--- config.mk ---
export PLATFORM = sky130hd
export DESIGN_NAME = joystick_direction_debouncer
export DESIGN_NICKNAME = d
export VERILOG_FILES = /design/src/jdd_pkg.sv /design/src/joystick_direction_debouncer.sv
export SDC_FILE = /design/constraint.sdc
export NUM_CORES = 1
export LEC_CHECK = 0
export BUFFER_PORTS_ARGS = -buffer_cell sky130_fd_sc_hd__buf_2
export CAP_MARGIN = 20
export CORE_UTILIZATION = 55
export CTS_BUF_LIST = sky130_fd_sc_hd__clkbuf_4 sky130_fd_sc_hd__clkbuf_8
export CTS_CLUSTER_SIZE = 30
export DETAILED_ROUTE_END_ITERATION = 12
export GPL_TIMING_DRIVEN = 1
export PLACE_DENSITY = 0.81
export SETUP_SLACK_MARGIN = 0.4
export SLEW_MARGIN = 15
export SYNTH_ARGS = -nofsm -noshare
export SYNTH_HDL_FRONTEND = slang
export SYNTH_SLANG_ARGS = --single-unit
--- constraint.sdc ---
create_clock -name clk -period 12.1 [get_ports clk]
set_input_delay 0 -clock clk [delete_from_list [all_inputs] [get_ports clk]]
set_output_delay 0 -clock clk [all_outputs]
set_load 0.05 [all_outputs]
--- src/jdd_pkg.sv ---
// Shared types and constants for the joystick direction debouncer.
// Holds the direction codes, the register map and the register reset values.
// Depends on nothing.
`default_nettype none

package jdd_pkg;

  // Direction codes as they appear on the result port
  typedef enum logic [2:0] {
    MOVE_NONE  = 3'd0,
    MOVE_UP    = 3'd1,
    MOVE_DOWN  = 3'd2,
    MOVE_LEFT  = 3'd3,
    MOVE_RIGHT = 3'd4
  } dir_t;

  // Register index, taken from the word address of the register port
  typedef enum logic [2:0] {
    REG_CENTER    = 3'd0,
    REG_DEADZONE  = 3'd1,
    REG_THRESH_LO = 3'd2,
    REG_THRESH_HI = 3'd3,
    REG_HOLDOFF   = 3'd4
  } cfg_reg_t;

  localparam int CfgAddrBits  = 5;
  localparam int CfgDataBits  = 32;
  localparam int TimeBits     = 32;
  localparam int HoldoffBits  = 16;
  // Sample-valued register fields are never wider than this, whatever the sample width
  localparam int FieldBits    = 12;

  localparam int CenterReset  = 2048;
  localparam int DeadzoneReset = 500;
  localparam int ThreshLoReset = 1000;
  localparam int ThreshHiReset = 3000;
  localparam int HoldoffReset  = 100;

endpackage

`default_nettype wire

--- src/joystick_direction_debouncer.sv ---
// Joystick direction classifier with hold-off debouncing, top level.
// Uses jdd_pkg for direction codes, the register map and reset values.
//
//   channel   | handshake          | payload
//   ----------+--------------------+-------------------------------------
//   input     | in_valid, in_stall | mode, x_sample, y_sample, now_ms
//   result    | out_valid,out_stall| direction, suppressed
//   registers | APB psel/penable   | paddr, pwdata, prdata
//
// One request per cycle is accepted while in_stall is low; its result is
// presented through the input register, then the result register. The classify
// compares and the 32-bit elapsed-time subtract sit in the single stage between
// them, and the held direction and change time update as the result register loads.
// Reset (rst, synchronous) clears the pipeline valids, the held direction and
// the change time, and loads the registers with their reset values. A stalled result
// holds the result register; the input register then holds and in_stall rises.
`default_nettype none

module joystick_direction_debouncer #(
  parameter int SAMPLE_BITS = 12
) (
  input  wire logic                          clk,
  input  wire logic                          rst,
  // input channel
  input  wire logic                          in_valid,
  output      logic                          in_stall,
  input  wire logic                          mode,
  input  wire logic [SAMPLE_BITS-1:0]        x_sample,
  input  wire logic [SAMPLE_BITS-1:0]        y_sample,
  input  wire logic [jdd_pkg::TimeBits-1:0]  now_ms,
  // result channel
  output      logic                          out_valid,
  input  wire logic                          out_stall,
  output      logic [2:0]                    direction,
  output      logic                          suppressed,
  // register port
  input  wire logic                          psel,
  input  wire logic                          penable,
  input  wire logic                          pwrite,
  input  wire logic [jdd_pkg::CfgAddrBits-1:0] paddr,
  input  wire logic [jdd_pkg::CfgDataBits-1:0] pwdata,
  output      logic [jdd_pkg::CfgDataBits-1:0] prdata,
  output      logic                          pready
);

  localparam int UsedBits = (SAMPLE_BITS < jdd_pkg::FieldBits) ?
                            SAMPLE_BITS : jdd_pkg::FieldBits;
  localparam logic [SAMPLE_BITS-1:0] SampleMask =
    SAMPLE_BITS'((64'd1 << UsedBits) - 64'd1);

  // Configuration registers
  logic [SAMPLE_BITS-1:0]             center_value;
  logic [SAMPLE_BITS-1:0]             deadzone;
  logic [SAMPLE_BITS-1:0]             threshold_low;
  logic [SAMPLE_BITS-1:0]             threshold_high;
  logic [jdd_pkg::HoldoffBits-1:0]    holdoff_ms;

  // Input register
  logic                               s1_valid;
  logic                               s1_mode;
  logic [SAMPLE_BITS-1:0]             s1_x;
  logic [SAMPLE_BITS-1:0]             s1_y;
  logic [jdd_pkg::TimeBits-1:0]       s1_now;

  // Debounce state
  jdd_pkg::dir_t                      held_direction;
  logic [jdd_pkg::TimeBits-1:0]       last_change_ms;

  // Stage logic
  logic                               out_free;
  logic                               advance;
  logic [SAMPLE_BITS:0]               dx;
  logic [SAMPLE_BITS:0]               dy;
  logic [SAMPLE_BITS:0]               dx_abs;
  logic [SAMPLE_BITS:0]               dy_abs;
  logic [SAMPLE_BITS-1:0]             ax;
  logic [SAMPLE_BITS-1:0]             ay;
  jdd_pkg::dir_t                      raw_dir;
  jdd_pkg::dir_t                      fin_dir;
  logic                               fin_supp;
  logic                               take_time;
  logic [jdd_pkg::TimeBits-1:0]       elapsed;
  logic                               cfg_write;
  jdd_pkg::cfg_reg_t                  cfg_index;

  assign pready    = 1'b1;
  assign cfg_write = psel & penable & pwrite & pready;
  assign cfg_index = jdd_pkg::cfg_reg_t'(paddr[4:2]);

  // Register writes
  always_ff @(posedge clk) begin
    if (rst) begin
      center_value   <= SAMPLE_BITS'(jdd_pkg::CenterReset) & SampleMask;
      deadzone       <= SAMPLE_BITS'(jdd_pkg::DeadzoneReset) & SampleMask;
      threshold_low  <= SAMPLE_BITS'(jdd_pkg::ThreshLoReset) & SampleMask;
      threshold_high <= SAMPLE_BITS'(jdd_pkg::ThreshHiReset) & SampleMask;
      holdoff_ms     <= jdd_pkg::HoldoffBits'(jdd_pkg::HoldoffReset);
    end else if (cfg_write) begin
      unique case (cfg_index)
        jdd_pkg::REG_CENTER: begin
          center_value <= SAMPLE_BITS'(pwdata) & SampleMask;
        end
        jdd_pkg::REG_DEADZONE: begin
          deadzone <= SAMPLE_BITS'(pwdata) & SampleMask;
        end
        jdd_pkg::REG_THRESH_LO: begin
          threshold_low <= SAMPLE_BITS'(pwdata) & SampleMask;
        end
        jdd_pkg::REG_THRESH_HI: begin
          threshold_high <= SAMPLE_BITS'(pwdata) & SampleMask;
        end
        jdd_pkg::REG_HOLDOFF: begin
          holdoff_ms <= pwdata[jdd_pkg::HoldoffBits-1:0];
        end
        default: begin
        end
      endcase
    end
  end

  // Register reads
  always_comb begin
    unique case (cfg_index)
      jdd_pkg::REG_CENTER:    prdata = jdd_pkg::CfgDataBits'(center_value);
      jdd_pkg::REG_DEADZONE:  prdata = jdd_pkg::CfgDataBits'(deadzone);
      jdd_pkg::REG_THRESH_LO: prdata = jdd_pkg::CfgDataBits'(threshold_low);
      jdd_pkg::REG_THRESH_HI: prdata = jdd_pkg::CfgDataBits'(threshold_high);
      jdd_pkg::REG_HOLDOFF:   prdata = jdd_pkg::CfgDataBits'(holdoff_ms);
      default:                prdata = '0;
    endcase
  end

  // Pipeline flow: the result register frees when empty or being taken
  assign out_free = ~out_valid | ~out_stall;
  assign advance  = s1_valid & out_free;
  assign in_stall = s1_valid & ~out_free;

  // Capture the request
  always_ff @(posedge clk) begin
    if (rst) begin
      s1_valid <= 1'b0;
    end else if (!in_stall) begin
      s1_valid <= in_valid;
    end
  end

  always_ff @(posedge clk) begin
    if (in_valid && !in_stall) begin
      s1_mode <= mode;
      s1_x    <= x_sample & SampleMask;
      s1_y    <= y_sample & SampleMask;
      s1_now  <= now_ms;
    end
  end

  // Offset magnitudes from the rest position
  always_comb begin
    dx     = {1'b0, s1_x} - {1'b0, center_value};
    dy     = {1'b0, s1_y} - {1'b0, center_value};
    dx_abs = dx[SAMPLE_BITS] ? -dx : dx;
    dy_abs = dy[SAMPLE_BITS] ? -dy : dy;
    ax     = dx_abs[SAMPLE_BITS-1:0];
    ay     = dy_abs[SAMPLE_BITS-1:0];
  end

  // Classify: deadzone, then dominant axis (tie to vertical), low compare first
  always_comb begin
    raw_dir = jdd_pkg::MOVE_NONE;
    if (ax < deadzone && ay < deadzone) begin
      raw_dir = jdd_pkg::MOVE_NONE;
    end else if (ax > ay) begin
      if (s1_x < threshold_low) begin
        raw_dir = jdd_pkg::MOVE_LEFT;
      end else if (s1_x > threshold_high) begin
        raw_dir = jdd_pkg::MOVE_RIGHT;
      end
    end else begin
      if (s1_y < threshold_low) begin
        raw_dir = jdd_pkg::MOVE_DOWN;
      end else if (s1_y > threshold_high) begin
        raw_dir = jdd_pkg::MOVE_UP;
      end
    end
  end

  // Hold back a new direction that comes inside the hold-off window
  assign elapsed = s1_now - last_change_ms;

  always_comb begin
    fin_dir   = raw_dir;
    fin_supp  = 1'b0;
    take_time = 1'b0;
    if (s1_mode && raw_dir != jdd_pkg::MOVE_NONE && raw_dir != held_direction) begin
      if (elapsed < jdd_pkg::TimeBits'(holdoff_ms)) begin
        fin_dir  = held_direction;
        fin_supp = 1'b1;
      end else begin
        take_time = 1'b1;
      end
    end
  end

  // Update the debounce state as the result loads
  always_ff @(posedge clk) begin
    if (rst) begin
      held_direction <= jdd_pkg::MOVE_NONE;
      last_change_ms <= '0;
    end else if (advance) begin
      held_direction <= fin_dir;
      if (take_time) begin
        last_change_ms <= s1_now;
      end
    end
  end

  // Result register
  always_ff @(posedge clk) begin
    if (rst) begin
      out_valid <= 1'b0;
    end else if (out_free) begin
      out_valid <= s1_valid;
    end
  end

  always_ff @(posedge clk) begin
    if (advance) begin
      direction  <= fin_dir;
      suppressed <= fin_supp;
    end
  end

endmodule

`default_nettype wire
==> reports/metrics.yaml <==
status:
  status: "finished clean"
clock_tree:
  clockBufferDepth: 2
  cts_made_buffers: 17
  root_buffer: "clkbuf_8"
  ctsResizeCount: 0
  cts.htree.levels: 4
  worstSkewPairLatency_ns: 0.48
  clock-sinks: 162
  clk_pin_slew_worst_paths_ns: 0.10
  cts_tree: "yes"
grt:
  grt_pass1_vias: 10172
  grt_pass1_wl_mm: 50.9
  grt-ovfl-total: 0
  track_usage_pct: 29.0
  antenna_found_initial: 0
  grt_start_max_net_pins: 137
sta:
  post-route-period-util_pct: 59.3
  finalHoldViolations: 0
  slew_headroom_pct: 31.5
  fin_crit_ns: 7.18
  worst_pin_slew_ns: 1.02
  timing.fmax_mhz: 139
  fin_ws_ns: 4.92
  skew_ns: 0.0167
  setup_viol: 0
  drv_slew: 0
  fin_tns_setup_ns: 0
  grt_setup_unrepaired: "no"
worst_setup_path:
  timing.rr.end: "last_change_ms[6]$_SDFFE_PP0P_"
  end_kind: "register"
  start_kind: "register"
  cp.required_ns: 12.50
  ff2ff_setup_slack_ns: 4.92
  rr_startpoint: "s1_y[0]$_DFFE_PP_"
  critPathMaxFanout: 32
  critPathCapture: "last_change_ms[6]$_SDFFE_PP0P_"
  rr_worst_depth: 26
  critPathKind: "register to register"
  cp-startpoint: "s1_y[0]$_DFFE_PP_"
  worstPathArrival_ns: 7.58
final_layout:
  drive_above_1_share_pct: 10.6
  final_cells: 1845
  fin_nets: 1807
  syn2layout_area_growth_pct: 15.7
  n_fill_cell: 1828
  diodes: 0
synth:
  synth_warnings: 0
  synthCells: 1393
  synth_cell_types: 69
  yosysTopAreaCellShare_pct: 16.6
  synth_area_per_cell_sq_um: 8.74
  ys_seq_area_share_pct: 31.7
  yosys_most_used_dff: "dfxtp_1"
  netlist_top_cells_area: "dfxtp_1 (17%), ha_1 (16%), edfxtp_1 (15%)"
  synth_area_sq_um: 12200
  synth-edff-count: 61
  async_flop_share_pct: 0
  synth_most_common_cell: "ha_1"
  synth_commonest_cells: "ha_1 (151), nand2_1 (129), a21oi_1 (125)"
  yosys_register_bits: 162
  synth_top_cell_by_area: "dfxtp_1"
detailed_routing:
  drt_iter0_markers: 930
  drtAntennaViolNets: 0
  routedWlPerCell_um: 17.8
  vias: 10755
  drtPass1Iterations: 5
  viasPerCell: 5.83
  route.detailed.drc: 0
  routed_wl_mm: 32.8
place:
  pre_cts_slack_ns: 5.05
  place_hpwl_mm: 23.8
  io_buffers: 104
  place_congestion: 0.910
  dp_cells: 1736
die:
  start_util_pct: 55.9
  core_sq_um: 21800
  row_count: 54
  fp.dieH_um: 151
  io_pins: 140
  dieArea_sq_um: 22700
  die_x_um: 151
power:
  ir_drop_uv: 80.1
  p_leak_nw: 5.75
  power_density_nw_per_um2: 108
worst_hold_path:
  hp-class: "input pin to register"
job:
  maxCapViolCount: 0
-- through the flow --
step / hold WS (ns) / total power, mW / util (%) / instance area (sq um)
after detailed placement: 0.178 / 1.03 / 59.0 / 12800
after CTS: 0.196 / 1.52 / 64.6 / 14000
after floorplan: 0.0989 / 0.936 / - / 12200
after global routing: 0.204 / 1.59 / 64.7 / 14100
final: 0.213 / 1.52 / 64.7 / 14100
after global placement: 0.176 / 1.02 / 59.0 / 12800
-- logic make-up (layout without fill, tap and decap cells) --
group | count (synthesis) | after routing | synth area share, %
AO/OA/AOI/OAI | 319 | 319 | 17.0
XOR/XNOR | 69 | 69 | 4.97
adder cells (fa/ha/maj) | 154 | 154 | 16.0
buffers and inverters | 181 | 338 | 6.42
flip-flops | 162 | 162 | 31.7
multiplexers | 82 | 82 | 6.78
other | 2 | 17 | 0.0617
AND/OR/NAND/NOR | 424 | 424 | 17.1
-- area by class of cell --
type,instances,area [sq um],area share (%)
multi-input combinational,1065,7610,54.0
sequential,162,3850,27.4
timing repair buffer,188,1360,9.68
inverter,118,443,3.15
tap,280,350,2.49
clock buffer,17,234,1.66
clock inverter,15,230,1.63
-- how the worst min path moves through the flow --
stage               slack, ns                           to        from  cells past startpoint
finish                   0.21  holdoff_ms[15]$_SDFFE_PP0P_     penable                      6
global placement         0.18          s1_now[7]$_DFFE_PP_   now_ms[7]                      1
CTS                      0.20         s1_now[10]$_DFFE_PP_  now_ms[10]                      2
floorplan                 0.1            s1_mode$_DFFE_PP_        mode                      0
global route             0.20          s1_now[9]$_DFFE_PP_   now_ms[9]                      2
detailed placement       0.18          s1_now[7]$_DFFE_PP_   now_ms[7]                      1
-- timing repair --
action                     CTS  global route
hold buffers                75             1
hold endpoints to repair   123             4
buffers inserted             0             0
setup endpoints to repair    0             0
-- power breakdown --
part           internal [mW]  total (mW)  leakage (nW)  switching (mW)
clock                  0.219       0.471         0.234           0.252
combinational          0.183       0.444          4.11           0.261
sequential             0.589       0.607          1.41          0.0173
-- placed cells by master (no fill, tap or decap), types with 43 or more instances in the layout --
master,instances
dfxtp_1,101
ha_1,151
mux2i_1,79
nand2b_1,80
buf_2,103
dlygate4sd3_1,76
xnor2_1,44
edfxtp_1,61
inv_1,117
a21oi_1,125
o21ai_0,43
nor2_1,95
nand2_1,129
-- metal layers --
| layer | GRT usage, % | vias to the layer above | part of all wire, % |
|---|---|---|---|
| li1 | - | 5241 | - |
| met1 | 37.7 | 5042 | 43 |
| met2 | 48.7 | 411 | 47 |
| met3 | 4.97 | 61 | 7.3 |
| met4 | 9.35 | 0 | 2.6 |
| met5 | 0 | - | 0 |
-- flip-flops by register name (all words and copies together), names as in the netlist, 12 cells and up --
register,count
last_change_ms,32
s1_now,32
holdoff_ms,16
center_value,12
deadzone,12
s1_x,12
s1_y,12
threshold_high,12
threshold_low,12
-- critical path: stages, from the launching register on --
cell and delay (ns):
edfxtp_1 0.48, inv_1 0.12, ha_1 0.17, inv_1 0.06, fa_1 0.40, a21o_1 0.21
a21oi_1 0.21, o21ai_0 0.12, a21oi_1 0.22, o21ai_0 0.20, a21oi_1 0.18, o21bai_1 0.12
a31oi_1 0.79, o21ai_0 0.39, xnor2_1 0.22, ha_1 0.19, a21oi_1 0.13, nor2_1 0.07
a211oi_1 0.20, o21ai_0 0.10, nor4_1 0.75, nor4_1 0.23, xnor2_1 0.18, a31oi_1 0.31
nor3b_2 0.22, buf_4 0.49, mux2i_1 0.28
Note: power is estimated with default switching activity, not from simulation.
